## config.mk

```make
export PLATFORM = sky130hd
export DESIGN_NAME = hsv_to_rgb_converter
export DESIGN_NICKNAME = d
export VERILOG_FILES = /design/src/hw/rtl/hsv2rgb_pkg.sv /design/src/hw/rtl/hsv2rgb_split.sv /design/src/hw/rtl/hsv2rgb_prod.sv /design/src/hw/rtl/hsv2rgb_mux.sv /design/src/hw/rtl/hsv_to_rgb_converter.sv
export SDC_FILE = /design/constraint.sdc
export NUM_CORES = 2
export LEC_CHECK = 0
export ABC_AREA = 1
export BUFFER_PORTS_ARGS = -buffer_cell sky130_fd_sc_hd__buf_2
export CORE_ASPECT_RATIO = 1.1
export CORE_MARGIN = 4
export CORE_UTILIZATION = 25
export CTS_BUF_LIST = sky130_fd_sc_hd__clkbuf_8
export DETAILED_ROUTE_END_ITERATION = 10
export GPL_TIMING_DRIVEN = 0
export PLACE_DENSITY_LB_ADDON = 0.08
export SYNTH_ARGS = -nofsm -noshare
export SYNTH_HDL_FRONTEND = slang
export SYNTH_SLANG_ARGS = --single-unit
```

## constraint.sdc

```tcl
create_clock -name aclk -period 19.4 [get_ports aclk]
set_clock_uncertainty 0.2 [all_clocks]
set_input_delay 0 -clock aclk [delete_from_list [all_inputs] [get_ports aclk]]
set_output_delay 0 -clock aclk [all_outputs]
set_load 0.02 [all_outputs]
```

## src/hw/rtl/hsv2rgb_pkg.sv

```systemverilog
// ---------------------------------------------------------------------------
// hsv2rgb_pkg
// Shared types and constants of the HSV to RGB conversion pipeline.
// ---------------------------------------------------------------------------
`default_nettype none

package hsv2rgb_pkg;

    // hue range: 360 degrees times 128, one sector is 60 degrees
    localparam logic [15:0] HUE_FULL   = 16'd46080;
    localparam logic [15:0] HUE_SECTOR = 16'd7680;

    // unsigned Q0.16 one
    localparam logic [16:0] ONE_Q16 = 17'h10000;

    // f = floor(rem * 65536 / 7680) = floor(rem * 128 / 15)
    // done as (rem * ceil(2^24 / 15)) >> 17, exact for rem below 7680
    localparam logic [20:0] FRAC_RECIP = 21'd1118482;
    localparam int          FRAC_SHIFT = 17;

    // hue sector, sixty degrees each
    typedef enum logic [2:0] {
        SECT_RED_YEL = 3'd0,
        SECT_YEL_GRN = 3'd1,
        SECT_GRN_CYN = 3'd2,
        SECT_CYN_BLU = 3'd3,
        SECT_BLU_MAG = 3'd4,
        SECT_MAG_RED = 3'd5
    } sector_t;

    // input item
    typedef struct packed {
        logic [15:0] hue;
        logic [16:0] saturation;
        logic [16:0] brightness;
    } hsv_in_t;

    // result item
    typedef struct packed {
        logic [15:0] red;
        logic [15:0] green;
        logic [15:0] blue;
    } rgb_out_t;

    // after hue split and clamping
    typedef struct packed {
        sector_t     sector;
        logic [12:0] rem;
        logic [16:0] sat;
        logic [16:0] val;
    } split_t;

    // channel candidates handed to the output mux
    typedef struct packed {
        sector_t     sector;
        logic [16:0] v;
        logic [16:0] p;
        logic [16:0] q;
        logic [16:0] t;
    } chan_set_t;

endpackage

`default_nettype wire

```

## src/hw/rtl/hsv2rgb_split.sv

```systemverilog
// ---------------------------------------------------------------------------
// hsv2rgb_split
// First stage: folds the hue, splits it into sector and remainder, and
// clamps saturation and brightness to one.
// ---------------------------------------------------------------------------
`default_nettype none

module hsv2rgb_split (
    input  wire logic                  aclk,
    input  wire logic                  aresetn,
    input  wire logic                  en,
    input  wire logic                  in_valid,
    input  wire hsv2rgb_pkg::hsv_in_t  in_item,
    output logic                       out_valid,
    output hsv2rgb_pkg::split_t        out_item
);

    logic                 valid_reg;
    hsv2rgb_pkg::split_t  item_reg;
    hsv2rgb_pkg::split_t  item_next;

    logic [15:0] hue_fold;
    logic [15:0] base;

    // hue fold and sector search over five thresholds
    always_comb begin
        hue_fold = (in_item.hue >= hsv2rgb_pkg::HUE_FULL) ? 16'd0 : in_item.hue;
        if (hue_fold >= 16'(5 * hsv2rgb_pkg::HUE_SECTOR)) begin
            item_next.sector = hsv2rgb_pkg::SECT_MAG_RED;
            base             = 16'(5 * hsv2rgb_pkg::HUE_SECTOR);
        end else if (hue_fold >= 16'(4 * hsv2rgb_pkg::HUE_SECTOR)) begin
            item_next.sector = hsv2rgb_pkg::SECT_BLU_MAG;
            base             = 16'(4 * hsv2rgb_pkg::HUE_SECTOR);
        end else if (hue_fold >= 16'(3 * hsv2rgb_pkg::HUE_SECTOR)) begin
            item_next.sector = hsv2rgb_pkg::SECT_CYN_BLU;
            base             = 16'(3 * hsv2rgb_pkg::HUE_SECTOR);
        end else if (hue_fold >= 16'(2 * hsv2rgb_pkg::HUE_SECTOR)) begin
            item_next.sector = hsv2rgb_pkg::SECT_GRN_CYN;
            base             = 16'(2 * hsv2rgb_pkg::HUE_SECTOR);
        end else if (hue_fold >= hsv2rgb_pkg::HUE_SECTOR) begin
            item_next.sector = hsv2rgb_pkg::SECT_YEL_GRN;
            base             = hsv2rgb_pkg::HUE_SECTOR;
        end else begin
            item_next.sector = hsv2rgb_pkg::SECT_RED_YEL;
            base             = 16'd0;
        end
        item_next.rem = 13'(hue_fold - base);
        // clamp to one
        item_next.sat = (in_item.saturation > hsv2rgb_pkg::ONE_Q16) ?
                        hsv2rgb_pkg::ONE_Q16 : in_item.saturation;
        item_next.val = (in_item.brightness > hsv2rgb_pkg::ONE_Q16) ?
                        hsv2rgb_pkg::ONE_Q16 : in_item.brightness;
    end

    // stage valid
    always_ff @(posedge aclk) begin
        if (!aresetn) begin
            valid_reg <= 1'b0;
        end else if (en) begin
            valid_reg <= in_valid;
        end
    end

    // stage payload
    always_ff @(posedge aclk) begin
        if (en) begin
            item_reg <= item_next;
        end
    end

    assign out_valid = valid_reg;
    assign out_item  = item_reg;

endmodule

`default_nettype wire

```

## src/hw/rtl/hsv2rgb_prod.sv

```systemverilog
// ---------------------------------------------------------------------------
// hsv2rgb_prod
// Three multiplier stages: fraction and p, then s*f and s*(1-f), then q
// and t.
// ---------------------------------------------------------------------------
`default_nettype none

module hsv2rgb_prod (
    input  wire logic                   aclk,
    input  wire logic                   aresetn,
    input  wire logic [2:0]             en,
    input  wire logic                   in_valid,
    input  wire hsv2rgb_pkg::split_t    in_item,
    output logic [2:0]                  stage_valid,
    output hsv2rgb_pkg::chan_set_t      out_item
);

    logic [2:0] valid_reg;

    // stage a: fraction and p
    hsv2rgb_pkg::sector_t sect_a_reg;
    logic [15:0]          frac_a_reg, frac_a_next;
    logic [16:0]          sat_a_reg;
    logic [16:0]          val_a_reg;
    logic [16:0]          p_a_reg, p_a_next;
    logic [33:0]          frac_prod;
    logic [33:0]          p_prod;

    // stage b: s*f and s*(1-f)
    hsv2rgb_pkg::sector_t sect_b_reg;
    logic [16:0]          val_b_reg;
    logic [16:0]          p_b_reg;
    logic [15:0]          sf_b_reg, sf_b_next;
    logic [16:0]          sg_b_reg, sg_b_next;
    logic [32:0]          sf_prod;
    logic [33:0]          sg_prod;

    // stage c: q and t
    hsv2rgb_pkg::chan_set_t set_c_reg;
    logic [16:0]            q_c_next, t_c_next;
    logic [33:0]            q_prod;
    logic [33:0]            t_prod;

    // fraction by reciprocal multiply, p = v(1-s)
    always_comb begin
        frac_prod  = 34'(in_item.rem) * 34'(hsv2rgb_pkg::FRAC_RECIP);
        frac_a_next = frac_prod[hsv2rgb_pkg::FRAC_SHIFT +: 16];
        p_prod     = 34'(in_item.val) * 34'(hsv2rgb_pkg::ONE_Q16 - in_item.sat);
        p_a_next   = p_prod[32:16];
    end

    // s*f and s*(1-f)
    always_comb begin
        sf_prod   = 33'(sat_a_reg) * 33'(frac_a_reg);
        sf_b_next = sf_prod[31:16];
        sg_prod   = 34'(sat_a_reg) * 34'(hsv2rgb_pkg::ONE_Q16 - {1'b0, frac_a_reg});
        sg_b_next = sg_prod[32:16];
    end

    // q = v(1-sf), t = v(1-sg)
    always_comb begin
        q_prod   = 34'(val_b_reg) * 34'(hsv2rgb_pkg::ONE_Q16 - {1'b0, sf_b_reg});
        q_c_next = q_prod[32:16];
        t_prod   = 34'(val_b_reg) * 34'(hsv2rgb_pkg::ONE_Q16 - sg_b_reg);
        t_c_next = t_prod[32:16];
    end

    // stage valids
    always_ff @(posedge aclk) begin
        if (!aresetn) begin
            valid_reg <= 3'b000;
        end else begin
            if (en[0]) begin
                valid_reg[0] <= in_valid;
            end
            if (en[1]) begin
                valid_reg[1] <= valid_reg[0];
            end
            if (en[2]) begin
                valid_reg[2] <= valid_reg[1];
            end
        end
    end

    // stage payloads
    always_ff @(posedge aclk) begin
        if (en[0]) begin
            sect_a_reg <= in_item.sector;
            frac_a_reg <= frac_a_next;
            sat_a_reg  <= in_item.sat;
            val_a_reg  <= in_item.val;
            p_a_reg    <= p_a_next;
        end
        if (en[1]) begin
            sect_b_reg <= sect_a_reg;
            val_b_reg  <= val_a_reg;
            p_b_reg    <= p_a_reg;
            sf_b_reg   <= sf_b_next;
            sg_b_reg   <= sg_b_next;
        end
        if (en[2]) begin
            set_c_reg.sector <= sect_b_reg;
            set_c_reg.v      <= val_b_reg;
            set_c_reg.p      <= p_b_reg;
            set_c_reg.q      <= q_c_next;
            set_c_reg.t      <= t_c_next;
        end
    end

    assign stage_valid = valid_reg;
    assign out_item    = set_c_reg;

endmodule

`default_nettype wire

```

## src/hw/rtl/hsv2rgb_mux.sv

```systemverilog
// ---------------------------------------------------------------------------
// hsv2rgb_mux
// Output stage: sector mux of v, p, q and t onto the channels, scaling by
// 65535/65536, and the output register.
// ---------------------------------------------------------------------------
`default_nettype none

module hsv2rgb_mux (
    input  wire logic                    aclk,
    input  wire logic                    aresetn,
    input  wire logic                    en,
    input  wire logic                    in_valid,
    input  wire hsv2rgb_pkg::chan_set_t  in_item,
    output logic                         out_valid,
    output hsv2rgb_pkg::rgb_out_t        out_item
);

    logic                   valid_reg;
    hsv2rgb_pkg::rgb_out_t  item_reg;
    hsv2rgb_pkg::rgb_out_t  item_next;
    logic [16:0]            r_sel, g_sel, b_sel;

    // floor(x * 65535 / 65536) is x - 1 for 0 < x <= 65536, else 0
    function automatic logic [15:0] scale_chan(input logic [16:0] x);
        logic [16:0] d;
        d = x - 17'(x != 17'd0);
        return d[15:0];
    endfunction

    // sector mux
    always_comb begin
        unique case (in_item.sector)
            hsv2rgb_pkg::SECT_RED_YEL: begin
                r_sel = in_item.v; g_sel = in_item.t; b_sel = in_item.p;
            end
            hsv2rgb_pkg::SECT_YEL_GRN: begin
                r_sel = in_item.q; g_sel = in_item.v; b_sel = in_item.p;
            end
            hsv2rgb_pkg::SECT_GRN_CYN: begin
                r_sel = in_item.p; g_sel = in_item.v; b_sel = in_item.t;
            end
            hsv2rgb_pkg::SECT_CYN_BLU: begin
                r_sel = in_item.p; g_sel = in_item.q; b_sel = in_item.v;
            end
            hsv2rgb_pkg::SECT_BLU_MAG: begin
                r_sel = in_item.t; g_sel = in_item.p; b_sel = in_item.v;
            end
            default: begin
                r_sel = in_item.v; g_sel = in_item.p; b_sel = in_item.q;
            end
        endcase
        item_next.red   = scale_chan(r_sel);
        item_next.green = scale_chan(g_sel);
        item_next.blue  = scale_chan(b_sel);
    end

    // output valid
    always_ff @(posedge aclk) begin
        if (!aresetn) begin
            valid_reg <= 1'b0;
        end else if (en) begin
            valid_reg <= in_valid;
        end
    end

    // output payload
    always_ff @(posedge aclk) begin
        if (en) begin
            item_reg <= item_next;
        end
    end

    assign out_valid = valid_reg;
    assign out_item  = item_reg;

endmodule

`default_nettype wire

```

## src/hw/rtl/hsv_to_rgb_converter.sv

```systemverilog
// ---------------------------------------------------------------------------
// hsv_to_rgb_converter
// HSV to 16-bit RGB color conversion, five-stage pipeline.
// ---------------------------------------------------------------------------
// One HSV item in, one RGB item out, no state between items. Hue is degrees
// times 128 (46080 and above reads as 0); saturation and brightness are
// unsigned Q0.16 where 65536 is 1.0 and larger values clamp to 1.0. The
// pipeline takes one item per clock while m_ready does not stall the output.
// An item passes five registers: hue split, fraction and p multiply, s*f and
// s*(1-f) multiply, q and t multiply, and the sector mux with the output
// register; m_valid rises once the item reaches the output register. Each
// stage stalls only when the stage after it is full, so empty slots close up
// while the output waits on m_ready.
`default_nettype none

module hsv_to_rgb_converter (
    input  wire logic                   aclk,
    input  wire logic                   aresetn,
    input  wire logic                   s_valid,
    output logic                        s_ready,
    input  wire hsv2rgb_pkg::hsv_in_t   s_data,
    output logic                        m_valid,
    input  wire logic                   m_ready,
    output hsv2rgb_pkg::rgb_out_t       m_data
);

    logic                    split_valid;
    hsv2rgb_pkg::split_t     split_item;
    logic [2:0]              prod_valid;
    hsv2rgb_pkg::chan_set_t  prod_item;

    logic en_split;
    logic [2:0] en_prod;
    logic en_out;

    // per-stage load enables: a stage loads when it is empty or drains
    always_comb begin
        en_out     = !m_valid || m_ready;
        en_prod[2] = !prod_valid[2] || en_out;
        en_prod[1] = !prod_valid[1] || en_prod[2];
        en_prod[0] = !prod_valid[0] || en_prod[1];
        en_split   = !split_valid || en_prod[0];
    end

    assign s_ready = en_split;

    hsv2rgb_split u_split (
        .aclk      (aclk),
        .aresetn   (aresetn),
        .en        (en_split),
        .in_valid  (s_valid),
        .in_item   (s_data),
        .out_valid (split_valid),
        .out_item  (split_item)
    );

    hsv2rgb_prod u_prod (
        .aclk        (aclk),
        .aresetn     (aresetn),
        .en          (en_prod),
        .in_valid    (split_valid),
        .in_item     (split_item),
        .stage_valid (prod_valid),
        .out_item    (prod_item)
    );

    hsv2rgb_mux u_mux (
        .aclk      (aclk),
        .aresetn   (aresetn),
        .en        (en_out),
        .in_valid  (prod_valid[2]),
        .in_item   (prod_item),
        .out_valid (m_valid),
        .out_item  (m_data)
    );

`ifndef SYNTHESIS
    // an empty output register means the whole pipe can move
    assert property (@(posedge aclk) disable iff (!aresetn)
        !m_valid |-> s_ready)
        else $error("input stalled with output register empty");

    // reset leaves no item in flight
    assert property (@(posedge aclk)
        !aresetn |=> (!m_valid && !split_valid && prod_valid == 3'b000))
        else $error("pipeline valid bits not cleared by reset");

    // a stalled output keeps the last product stage from loading over it
    assert property (@(posedge aclk) disable iff (!aresetn)
        (m_valid && !m_ready && prod_valid[2]) |-> !en_prod[2])
        else $error("last product stage overwritten during output stall");
`endif

endmodule

`default_nettype wire
```

# Word level (Yosys, flattened, before mapping)

Cells that the tools add are included.

Order comparisons: 8
Reductions and logical operators: 19
Equality and inequality tests: 4
Multiply operators: 6
$add $sub $neg: 8
Mux-type cells: 13

Operators with widths:

| cell                     | count |
|---|---|
| $pmux W17 S3             | 3 |
| $mul A17 B34 Y33         | 4 |
| $mux W13                 | 5 |
| $reduce_bool A17 Y1      | 3 |
| $sub A16 B1 Y16          | 3 |
| $sub A17 B16 Y18 const A | 2 |
| $sub A17 B17 Y18 const A | 2 |
| $gt A17 B17 Y1 const B   | 2 |
| $ge A16 B15 Y1 const B   | 2 |
| $ge A16 B16 Y1 const B   | 2 |
| $mul A13 B20 Y32 const B | 1 |
| $mul A17 B16 Y32         | 1 |
| $ge A16 B13 Y1 const B   | 1 |
| $ge A16 B14 Y1 const B   | 1 |
| $mux W16                 | 1 |
| $sub A13 B13 Y13         | 1 |
| $reduce_or A2 Y1         | 5 |
| $eq A3 B2 Y1 const B     | 2 |
| $mux W3                  | 2 |
| $logic_not A1 Y1         | 5 |
| $logic_or A1 B1 Y1       | 5 |
| $eq A3 B1 Y1 const B     | 1 |
| $eq A3 B3 Y1 const B     | 1 |
| $logic_not A3 Y1         | 1 |
| $mux W1                  | 2 |

Bits in registers: 314
Output and inout port bits: 50

# Longest topological paths before layout

Depth after elaboration: 9
Mapped depth: 39
Mapped depth without buffers: 37

# Cells and area by module

From an unflattened synthesis, not the netlist that was laid out.

Cell total of the unflattened synthesis: 8288
Area, all modules: 65825.6 um^2

Modules (own cells, without submodules):

| module               | cells each | instances | area each (um^2) |
|---|---|---|---|
| hsv2rgb_prod         | 7355       | 1         | 58869.0 |
| hsv2rgb_mux          | 710        | 1         | 4574.4 |
| hsv2rgb_split        | 213        | 1         | 2334.7 |
| hsv_to_rgb_converter | 10         | 1         | 47.5 |

# Worst setup path after synthesis

No wires, ideal clock.

Path kind: register -> register
Start: register u_prod.frac_a_reg[1]
End: register u_prod.sg_b_reg[6] (data pin)
Path slack: 12508 ps
Arrival time: 6433 ps
Stages on the path, launching flop included: 36
Required time: 18941 ps
Period minus slack after synthesis: 6892 ps
Buffers on the path: 3
Setup time: 259 ps
Cell sequence: edfxtp_1 buf_2 buf_1 inv_1 ha_1 nand2_1 nor2_2 inv_1 nor2_1 nand2_1 nor2_1 nand2_1 nor2_1 nand3_1 nand2_1 nand2_1 inv_1 buf_2 nand2_1 fa_1 fa_1 fa_1 inv_1 fa_1 fa_1 inv_1 fa_1 inv_1 ha_1 a21o_1 a21oi_1 inv_1 a21oi_1 nand2_1 a21oi_1 xnor2_1

Cells in the longest elaborated chain, start to end: 2

Ends and longest elaborated chain:

| what                         | RTL line           | text |
|---|---|---|
| start: declaration           | hsv2rgb_prod.sv:22 | `logic [15:0] frac_a_reg, frac_a_next;` |
| start signal: assignment     | hsv2rgb_prod.sv:89 | `frac_a_reg <= frac_a_next;` |
| $sub A17 B16 Y18             | hsv2rgb_prod.sv:56 | `sg_prod = 34'(sat_a_reg) * 34'(hsv2rgb_pkg::ONE_Q16 - {1'b0, frac_a_reg});` |
| $mul A17 B34 Y33             | hsv2rgb_prod.sv:56 |  |
| named net u_prod.sg_prod[22] | hsv2rgb_prod.sv:36 | `logic [33:0] sg_prod;` |
| end signal: assignment       | hsv2rgb_prod.sv:99 | `sg_b_reg <= sg_b_next;` |
| end: declaration             | hsv2rgb_prod.sv:34 | `logic [16:0] sg_b_reg, sg_b_next;` |

The timed path passes the listed nets, and every way through them passes these cells.
A chain may end at the register's enable or synchronous reset.

# Worst setup path in the final report

Start: register u_prod.sg_b_reg[0]
End: register u_prod.set_c_reg (netlist bit u_prod.out_item[16]) (data pin)

Cells in the longest elaborated chain, start to end: 2

Ends and longest elaborated chain:

| what                        | RTL line           | text |
|---|---|---|
| $sub A17 B17 Y18            | hsv2rgb_prod.sv:64 | `t_prod = 34'(val_b_reg) * 34'(hsv2rgb_pkg::ONE_Q16 - sg_b_reg);` |
| $mul A17 B34 Y33            | hsv2rgb_prod.sv:64 |  |
| named net u_prod.t_prod[32] | hsv2rgb_prod.sv:42 | `logic [33:0] t_prod;` |
| end: declaration            | hsv2rgb_prod.sv:39 | `hsv2rgb_pkg::chan_set_t set_c_reg;` |

The timed path passes the listed nets, and every way through them passes these cells.

==> results.rst <==
.. list-table::
   :header-rows: 1

   * - Metric
     - Value
   * - Result of the run
     - complete, no violations
   * - Area enclosed by the die boundary
     - 275,000 um^2
   * - Number of buffers and inverters on the critical path
     - 8
   * - Instance area after placement
     - 71,700 um^2
   * - Total wire length
     - 250,000 um
   * - Summed instance area of the synthesized netlist
     - 66,700 um^2
   * - Wire length of the first global-routing pass
     - 377,000 um
   * - PnR worst setup slack
     - 10.30 ns
   * - Number of nets still failing antenna checks after routing
     - 0
   * - # nets final
     - 10,400
   * - Async set-or-reset flop fraction in the synthesized netlist
     - 0
   * - Share of the yosys chip area belonging to registers
     - 0.141
   * - Netlist cell types
     - 61
   * - Starting Density
     - 0.251
   * - Combined global-route utilization of all metal layers
     - 0.183
   * - Number of nets in the synthesized netlist
     - 10,100
   * - Max Slew Vio Count
     - 0
   * - Maximum number of pins on one net before global-route repair
     - 62
   * - Number of gates resized after cts
     - 0
   * - Clock Tree Buf Depth
     - 3
   * - DRC violation count after routing
     - 0
   * - Clock latency reported for the late side of the worst-skew pair
     - 0.78 ns
   * - Most common cell after layout, fill and taps aside
     - sky130_fd_sc_hd__inv_1
   * - CP startpoint
     - u_prod.sg_b_reg[0]$_DFFE_PP_
   * - Final weighted congestion in routability-driven placement
     - 0.861
   * - Actual slew at the worst max-slew pin
     - 1.43 ns
   * - Shortest clock period the worst path allows after layout
     - 9.10 ns
   * - Yosys synthesis warning count
     - 0
   * - Startpoint kind of the worst setup timing path
     - flip-flop
   * - Die Ht
     - 550 um
   * - Critical hold path startpoint
     - s_data[49]
   * - Highest routed layer
     - met4
   * - Root cell of the clock tree
     - sky130_fd_sc_hd__clkbuf_8
   * - Critical register-to-register path startpoint
     - u_prod.sg_b_reg[0]$_DFFE_PP_
   * - Maximum level of the CTS H-tree
     - 2
   * - Port bufs
     - 103
   * - Mean Syn Cell Area
     - 8.07 um^2
   * - Number of buffers inserted by post-CTS setup repair
     - 0
   * - Period Utilization, post-route
     - 0.469
   * - Slowest stage cell, crit path
     - sky130_fd_sc_hd__clkbuf_1
   * - Number of buffers created by CTS
     - 60
   * - Final number of hold-violating endpoints
     - 0
   * - Worst slack at placement
     - 10.23 ns
   * - Via count of the first global-routing pass
     - 57,600
   * - Combined flip-flop and latch cell area
     - 9380 um^2
   * - Placeable core area
     - 265,000 um^2
   * - Count of mapped cells out of synthesis
     - 8,264
   * - Synthesis-to-layout area growth
     - 11.5%
   * - Worst path required time
     - 19.74 ns
   * - Number of cell rows
     - 198
   * - Post-DR vias/cell
     - 4.35
   * - Clock transition at the register clock pins on the worst setup and hold paths after CTS
     - 0.07 ns
   * - Routed wl met3
     - 7090 um
   * - Top_reg_cell synth
     - sky130_fd_sc_hd__edfxtp_1
   * - WL met2
     - 123,000 um
   * - Share of layout cells above drive strength 1
     - 0.0360
   * - Family with the most delay on the worst path
     - adder cells
   * - Crit path largest cell delay
     - 0.72 ns
   * - Final HPWL DP
     - 214,000 um
   * - Type of the worst min-delay path
     - in -> reg
   * - Area of combinational cells with multiple inputs
     - 47,800 um^2
   * - Max-Cap Viols
     - 0
   * - M1 wire length
     - 113,000 um
   * - Hold-fix buffer count after cts
     - 138
   * - Number of antenna violations at the first check in global routing
     - 2
   * - Final setup violation count
     - 0
   * - Number of top-level design ports
     - 104
   * - CTS tree
     - built
   * - Setup Total Neg Slack
     - 0 ns
   * - Start-to-end type of the worst setup path
     - reg -> reg
   * - Clock sink count
     - 314
   * - First DRT Iteration DRCs
     - 3,050
   * - Die outline width
     - 500 um
   * - Number of enable flip-flop cells after synthesis
     - 309
   * - Normalized max-slew margin
     - 0.0464
   * - Peak clock frequency supported by timing
     - 0.110 GHz
   * - RSZ-0062 raised after global routing
     - no
   * - Overflow after GRT
     - 0
   * - Non-Filler Cell Area, Final
     - 74,400 um^2
   * - Routed wirelength normalized by instance count
     - 20.6 um
   * - Number of synthesized register bits
     - 314
   * - DR vias
     - 52,800
   * - Most frequent cells in the layout
     - 2,243 x sky130_fd_sc_hd__inv_1, 1,747 x sky130_fd_sc_hd__nand2_1, 1,244 x sky130_fd_sc_hd__fa_1
   * - Critical path endpoint category
     - flip-flop
   * - Number of iterations in the first detailed-routing pass
     - 5
   * - Filler Cells Inserted
     - 29,000
   * - Maximum net fanout on the critical path
     - 10
   * - Number of flip-flops in the largest register
     - 71
   * - Signal arrival time at the worst endpoint
     - 9.44 ns
   * - Final core occ
     - 0.280
==> metrics by stage <==
stage	hold WS, ns	cells
floorplan	-0.0660	8264
CTS	0.000265	12100
detailed placement	0.0621	11900
global placement	0.0626	11900
global route	0.0756	12100
finish	0.103	12100
==> cell usage after synthesis (11+ instances only) <==
master | count | area (um^2)
sky130_fd_sc_hd__nor2_2 | 12 | 75.1
sky130_fd_sc_hd__nor3_1 | 45 | 225
sky130_fd_sc_hd__xor2_1 | 106 | 928
sky130_fd_sc_hd__fa_1 | 1244 | 24900
sky130_fd_sc_hd__nand3b_1 | 16 | 120
sky130_fd_sc_hd__o21ai_0 | 143 | 716
sky130_fd_sc_hd__or2_2 | 14 | 87.6
sky130_fd_sc_hd__a21o_1 | 27 | 203
sky130_fd_sc_hd__nand3_1 | 210 | 1050
sky130_fd_sc_hd__o22ai_1 | 17 | 106
sky130_fd_sc_hd__o211ai_1 | 11 | 82.6
sky130_fd_sc_hd__xnor2_1 | 46 | 403
sky130_fd_sc_hd__a21oi_1 | 234 | 1170
sky130_fd_sc_hd__nand4_1 | 61 | 382
sky130_fd_sc_hd__edfxtp_1 | 309 | 9280
sky130_fd_sc_hd__nand2_2 | 11 | 68.8
sky130_fd_sc_hd__clkbuf_1 | 180 | 676
sky130_fd_sc_hd__a31oi_1 | 22 | 138
sky130_fd_sc_hd__buf_1 | 18 | 67.6
sky130_fd_sc_hd__inv_2 | 12 | 45.0
sky130_fd_sc_hd__nand2_1 | 1748 | 6560
sky130_fd_sc_hd__ha_1 | 512 | 6410
sky130_fd_sc_hd__clkinv_1 | 33 | 124
sky130_fd_sc_hd__nor2_1 | 835 | 3130
sky130_fd_sc_hd__buf_2 | 22 | 110
sky130_fd_sc_hd__nor4_1 | 23 | 144
sky130_fd_sc_hd__inv_1 | 2235 | 8390
sky130_fd_sc_hd__o21bai_1 | 19 | 143
==> worst paths after layout <==
| kind | endpoint | depth (start not counted) | slack [ns] |
|---|---|---|---|
| setup / recovery | u_prod.out_item[16]$_DFFE_PP_ | 28 | 10.30 |
| hold / removal | u_split.out_item[45]$_DFFE_PP_ | 7 | 0.10 |
| setup reg to reg | u_prod.out_item[16]$_DFFE_PP_ | 28 | 10.30 |
| hold reg to reg | u_prod.p_b_reg[12]$_DFFE_PP_ | 0 | 0.13 |
==> routing by layer <==
metal  vias up  GRT usage
met5         -          0
met4         0     0.0461
met3       213     0.0135
met2       963      0.323
met1     26600      0.243
li1      25000          -
==> logic make-up (layout without fill, tap and decap cells) <==
kind of cell,after synthesis,in the layout,share of synthesized area
xor+xnor,153,153,0.0202
other cells,0,3,0
fa+ha+maj,1756,1756,0.470
simple gates,2997,2997,0.181
buf+inv,2512,2870,0.143
compound gates,532,532,0.0455
flops,314,314,0.141
==> area by class of cell <==
cell class / count / area share
Buffer: 231 / 0.0129
Inverter: 2281 / 0.115
Antenna cell: 3 / 0.000101
Clock inverter: 51 / 0.00544
Clock buffer: 60 / 0.0111
Sequential cell: 314 / 0.126
Tap cell: 3500 / 0.0589
Timing Repair Buffer: 247 / 0.0274
Multi-Input combinational cell: 5438 / 0.643
==> worst min-delay path, stage by stage <==
cell and delay [ns]:
sky130_fd_sc_hd__buf_2 0.09, sky130_fd_sc_hd__nand2_1 0.09, sky130_fd_sc_hd__nand3_1 0.08, sky130_fd_sc_hd__o21ai_0 0.18, sky130_fd_sc_hd__nand2_1 0.13, sky130_fd_sc_hd__ha_1 0.19, sky130_fd_sc_hd__xor2_1 0.08
Power is left out: the tool's default activity adds up to more than one toggle a clock period on the data nets, which glitch-free logic cannot reach.
